<file path="src/design/hpa_pkg.sv">
// Package for the half-precision adder: binary16 field constants and the
// classification struct. No dependencies.
`timescale 1ns / 1ps
package hpa_pkg;
	localparam logic [15:0] NAN_OUT = 16'h7fff;
	localparam logic [14:0] INF_MAG = 15'h7c00;

	typedef struct packed {
		logic nan;
		logic a_inf;
		logic b_inf;
		logic sa;
		logic sb;
	} hpa_class_t;
endpackage

</file>
<file path="src/design/hpa_core.sv">
// Combinational binary16 add with round to nearest, ties to even.
// Uses hpa_pkg for constants.
`timescale 1ns / 1ps
module hpa_core (
	input  logic [15:0] a,
	input  logic [15:0] b,
	output logic [15:0] sum
);
	hpa_pkg::hpa_class_t cls;
	logic [40:0] ma, mb, m;
	logic        sign;
	logic [5:0]  p;
	logic [5:0]  shift;
	logic [40:0] shifted, rem, halfway, mask;
	logic [10:0] sig;
	logic [15:0] bits;

	// Widen a finite half to a multiple of 2^-24.
	function automatic logic [40:0] mag(input logic [15:0] h);
		logic [40:0] s;
		s = {30'd0, (h[14:10] != 5'd0), h[9:0]};
		if (h[14:10] != 5'd0) begin
			s = s << (h[14:10] - 5'd1);
		end
		return s;
	endfunction

	// Classify the operands.
	always_comb begin
		cls.sa = a[15];
		cls.sb = b[15];
		cls.nan = (a[14:10] == 5'h1f && a[9:0] != 10'd0) ||
			(b[14:10] == 5'h1f && b[9:0] != 10'd0);
		cls.a_inf = a[14:0] == hpa_pkg::INF_MAG;
		cls.b_inf = b[14:0] == hpa_pkg::INF_MAG;
	end

	// Align, add or subtract, normalize and round.
	always_comb begin
		ma = mag(a);
		mb = mag(b);
		if (cls.sa == cls.sb) begin
			m = ma + mb;
			sign = cls.sa;
		end else if (ma >= mb) begin
			m = ma - mb;
			sign = cls.sa;
		end else begin
			m = mb - ma;
			sign = cls.sb;
		end
		p = 6'd0;
		for (int i = 0; i < 41; i++) begin
			if (m[i]) begin
				p = 6'(i);
			end
		end
		shift = (p >= 6'd10) ? p - 6'd10 : 6'd1;
		shifted = m >> shift;
		sig = shifted[10:0];
		mask = (41'd1 << shift) - 41'd1;
		rem = m & mask;
		halfway = 41'd1 << (shift - 6'd1);
		bits = {1'b0, shift[4:0], 10'd0} + {5'd0, sig};
		if (rem > halfway || (rem == halfway && sig[0])) begin
			bits = bits + 16'd1;
		end
		if (bits >= {1'b0, hpa_pkg::INF_MAG}) begin
			bits = {1'b0, hpa_pkg::INF_MAG};
		end

		if (cls.nan) begin
			sum = hpa_pkg::NAN_OUT;
		end else if (cls.a_inf && cls.b_inf) begin
			sum = (cls.sa == cls.sb) ? {cls.sa, hpa_pkg::INF_MAG} : hpa_pkg::NAN_OUT;
		end else if (cls.a_inf) begin
			sum = {cls.sa, hpa_pkg::INF_MAG};
		end else if (cls.b_inf) begin
			sum = {cls.sb, hpa_pkg::INF_MAG};
		end else if (m == 41'd0) begin
			sum = {cls.sa & cls.sb, 15'd0};
		end else if (m < 41'h800) begin
			sum = {sign, m[14:0]};
		end else begin
			sum = {sign, bits[14:0]};
		end
	end
endmodule

</file>
<file path="src/design/half_precision_adder.sv">
// Top level of the binary16 adder: input register, adder logic, result
// register. Depends on hpa_core and hpa_pkg.
//
//  channel | signals                          | direction
//  in      | in_valid, in_stall, addend_a/b   | upstream -> block
//  out     | out_valid, out_stall, sum_bits   | block -> downstream
//
// One beat per cycle while the output is not stalled; each beat passes the operand register, then the result register.
// The sum is computed combinationally between the two registers.
// Reset clears the valid flags only. A stall on a valid output holds the result
// stage, and holds the operand stage and stalls the input only when both stages are full.
`timescale 1ns / 1ps
module half_precision_adder (
	input  logic        clk,
	input  logic        arst_n,
	input  logic        in_valid,
	output logic        in_stall,
	input  logic [15:0] addend_a,
	input  logic [15:0] addend_b,
	output logic        out_valid,
	input  logic        out_stall,
	output logic [15:0] sum_bits
);
	logic [15:0] a_s1, b_s1, sum_c;
	logic        valid_s1, adv_s1;

	// The result stage loads when empty or being taken.
	assign adv_s1   = !out_valid || !out_stall;
	assign in_stall = valid_s1 && !adv_s1;

	// Operand stage.
	always_ff @(posedge clk or negedge arst_n) begin
		if (!arst_n) begin
			valid_s1 <= 1'b0;
		end else if (!in_stall) begin
			valid_s1 <= in_valid;
		end
	end

	always_ff @(posedge clk) begin
		if (!in_stall && in_valid) begin
			a_s1 <= addend_a;
			b_s1 <= addend_b;
		end
	end

	hpa_core u_core (
		.a   (a_s1),
		.b   (b_s1),
		.sum (sum_c)
	);

	// Result stage.
	always_ff @(posedge clk or negedge arst_n) begin
		if (!arst_n) begin
			out_valid <= 1'b0;
		end else if (adv_s1) begin
			out_valid <= valid_s1;
		end
	end

	always_ff @(posedge clk) begin
		if (adv_s1 && valid_s1) begin
			sum_bits <= sum_c;
		end
	end
endmodule

</file>
<file path="config.mk">
export PLATFORM = sky130hd
export DESIGN_NAME = half_precision_adder
export DESIGN_NICKNAME = d
export VERILOG_FILES = /design/src/design/hpa_pkg.sv /design/src/design/hpa_core.sv /design/src/design/half_precision_adder.sv
export SDC_FILE = /design/constraint.sdc
export NUM_CORES = 1
export LEC_CHECK = 0
export CAP_MARGIN = 25
export CORE_MARGIN = 5
export CORE_UTILIZATION = 50
export CTS_CLUSTER_SIZE = 16
export DETAILED_ROUTE_END_ITERATION = 8
export DONT_BUFFER_PORTS = 1
export SLEW_MARGIN = 25
export SYNTH_ARGS = -nofsm -noshare
export SYNTH_HDL_FRONTEND = slang
export SYNTH_SLANG_ARGS = --single-unit
</file>
<file path="constraint.sdc">
create_clock -name clk -period 29.9 [get_ports clk]
set_input_delay 1.495 -clock clk [delete_from_list [all_inputs] [get_ports clk]]
set_output_delay 1.495 -clock clk [all_outputs]
set_load 0.02 [all_outputs]
</file>
==> summary.md <==
| Metric | Value |
|---|---|
| R2R cell count | `between 50 and 60` |
| Final setup fails | `0` |
| DP Wirelength | `approximately 68 mm` |
| Post-route ant nets | `0` |
| Initial Util | `50.8%` |
| Ys Warns | `0` |
| Clock tree buffer depth | `2` |
| Aggregate global routing overflow | `0` |
| Placed inst area | `about 0.018 sq mm` |
| R2r setup slk | `~12000 ps` |
| Synth unique cells | `132` |
| Die area | `0.0401 sq mm` |
| TritonCTS buffer count | `5` |
| Fin crit share | `58.3%` |
| Total leakage power | `roughly 0.0076 uW` |
| Ys async rst share | `4.00%` |
| Vias | `between 20000 and 25000` |
| DR vias/cell | `7.30` |
| Count of buffers from port buffering | `0` |
| Clock transition at path regs | `approximately 60 ps` |
| RR Startpoint | `a_s1[10]` |
| H-tree levels | `2` |
| HP Start | `valid_s1` |
| Final #Nets | `approximately 2700` |
| WS Path Type | `register to register` |
| Filler Cell Count | `approximately 3700` |
| Post-route setup TNS | `0 ps` |
| GRT Total Usage | `between 30% and 40%` |
| N_diodes | `0` |
| Post-Route WL | `around 84 mm` |
| Routed length per instance | `roughly 28 um` |
| Crit path time final | `roughly 17000 ps` |
| Cell area power density | `114 mW/mm^2` |
| HP Class | `register to register` |
| Finished Cell Area | `roughly 0.018 sq mm` |
| Largest net degree at the start of global routing | `62` |
| Setup repair bufs after CTS | `0` |
| Antenna violations before repair | `2` |
| Hold Violations, Final | `0` |
| Mean cell area of the mapped netlist | `6.87 sq um` |
| Synth-to-Final Area Change | `1.64%` |
| Worst-path fanout max | `38` |
| # resized after CTS | `0` |
| DR pass1 iterations | `7` |
| Max Cap Violations | `0` |
| Hold depth | `1` |
| Tightest Pin Transition | `between 1000 and 1500 ps` |
| RSZ-0062 raised after global routing | `no` |
| # hold bufs at CTS | `0` |
| Core area | `0.0357 sq mm` |
| Die H | `around 200 um` |
| Slowest CP cell | `a221oi_1` |
| Min-Delay Endpoint | `out_valid` |
| Final Slew Violations | `0` |
| I/O pin cnt | `54` |
| Clock Sink Count | `50` |
| Peak VDD IR | `approximately 0.096 mV` |
| Die X | `around 200 um` |
| GPL Wtd Cong | `about 1.1` |
| DRC errors left | `0` |
| Root buf cell | `clkbuf_16` |
| #FFs+latches synth | `50` |
| Worst EP arrival | `between 15000 and 20000 ps` |
| Max frequency | `between 0.05 and 0.06 GHz` |
| Reg2reg end | `sum_bits[0]` |
| Clock Skews | `approximately 9.0 ps` |
| Sequential-to-total area share from yosys stat | `8.24%` |
| Drt initial violations | `3229` |
| Vias in the first global route | `approximately 20000` |
| Worst Path Required | `between 20000 and 30000 ps` |
| Outcome | `complete, no violations` |
| Rows | `between 60 and 70` |
| Worst-skew pair later-pin latency | `slightly below 300 ps` |
| Slew Limit Headroom | `19.3%` |
| Worst setup SP type | `register` |
| CP max stage delay | `1000 ps` |
| First-pass GRT wire length | `between 100 and 150 mm` |
| Top_reg_cell synth | `edfxtp_1` |
| Syn Std Cell Area | `approximately 0.018 sq mm` |
| TritonCTS clock tree | `built` |
| CP endpoint kind | `register` |
| Ratio of cells with drive above 1 in the final layout | `under 10%` |
| Post-synth EDFFs | `48` |
| Mapped Cells | `roughly 2600` |
[how the worst max path moves through the flow]
stage	startpoint	end	slack [ps]
floorplan	b_s1[10]	sum_bits[0]	17320
global placement	a_s1[10]	sum_bits[7]	13790
detailed placement	a_s1[10]	sum_bits[8]	13400
CTS	a_s1[10]	sum_bits[8]	13340
global route	a_s1[10]	sum_bits[8]	11700
finish	a_s1[10]	sum_bits[0]	12460
[final cells by class]
cell class	instances	area (sq um)	share of cell area, %
Sequential cell	50	1490	8.10
Clock buffer	6	129	0.700
Multi-Input combinational cell	2282	15300	83.3
Inverter	151	572	3.11
Timing Repair Buffer	36	270	1.47
Clock inverter	2	37.5	0.204
Tap cell	461	577	3.13
[sequential cells by signal (all words and copies together), names as in the netlist]
name	flops
b_s1	16
a_s1	16
out_valid	1
valid_s1	1
sum_bits	16
[layout by cell type, fill, tap and decap left out, types with 28 or more instances in the layout]
master / netlist / layout
nand2_1: 280 / 280
a21oi_1: 245 / 245
nor2_1: 244 / 244
ha_1: 172 / 171
o21ai_0: 146 / 145
inv_1: 144 / 144
nand3_1: 91 / 91
a21o_1: 72 / 72
nor3_1: 69 / 66
nand4_1: 64 / 64
edfxtp_1: 48 / 48
mux2i_1: 47 / 47
xnor2_1: 47 / 46
a211oi_1: 42 / 42
o211ai_1: 41 / 41
o21a_1: 37 / 37
buf_4: 17 / 36
nor4_1: 35 / 34
and2_1: 30 / 30
o21ai_1: 27 / 28
[stage by stage]
stage               total power [uW]  std cells  utilization (%)  setup WS (ps)  hold WS (ps)
floorplan                       1400       2641                -          17320           443
global placement                1920       2980             51.1          13790           459
detailed placement              1920       2980             51.1          13400           470
CTS                             2000       2988             51.6          13340           482
global route                    2200       2988             51.6          11700           516
finish                          2100       2988             51.6          12460           482
[power by group]
| group | leakage [uW] | internal (uW) | switching (uW) |
|---|---|---|---|
| sequential | 0.000481 | 107 | 26.1 |
| combinational | 0.00705 | 590 | 1320 |
| clock | 0.0000771 | 39.4 | 22.6 |
| total | 0.00761 | 737 | 1370 |
[routing by layer]
metal  GRT usage, %  up-vias  part of all wire, %
met1           55.8    10300                   41
li1               -     9640                    -
met4           13.7        2                  4.4
met3           11.5      250                   14
met2           56.4     1620                   40
met5              0        -                0.013
[kinds of logic after synthesis]
kind of cell             synth area share [%]
buffers and inverters                    7.47
AO/OA/AOI/OAI                            35.6
multiplexers                             3.99
other                                  0.0207
flip-flops                               8.24
XOR/XNOR                                 3.43
AND/OR/NAND/NOR                          29.0
adder cells (fa/ha/maj)                  12.2
[worst max-delay path, delay by kind of cell (launching register included)]
family / cells / cell delay, ps
muxes: 3 / 870
xor gates and xnor gates: 1 / 150
buffers and inverters: 4 / 1110
and+or+nand+nor: 21 / 6230
AOI/OAI and AO/OA: 19 / 5850
DFF: 1 / 670
adders and majority gates: 5 / 2200
[cell usage after synthesis (all sizes together) (28+ instances only)]
master	number	share of area (%)
or2	28	0.98
o21a	37	1.5
o211ai	43	1.8
a211oi	48	2.2
clkbuf	76	1.6
o31ai	28	1.2
buf	82	2.7
and2	32	1.1
ha	172	12
nor2	245	5.1
inv	150	3.1
o21ai	174	4.8
edfxtp	48	8.0
mux2i	47	2.6
nor3	73	2.2
xnor2	47	2.3
a21oi	247	6.9
nand4	71	2.7
nand2	286	6.1
a21o	72	3.0
nor4	42	1.9
nand3	94	2.7
Power figures use the tool's default switching activity.
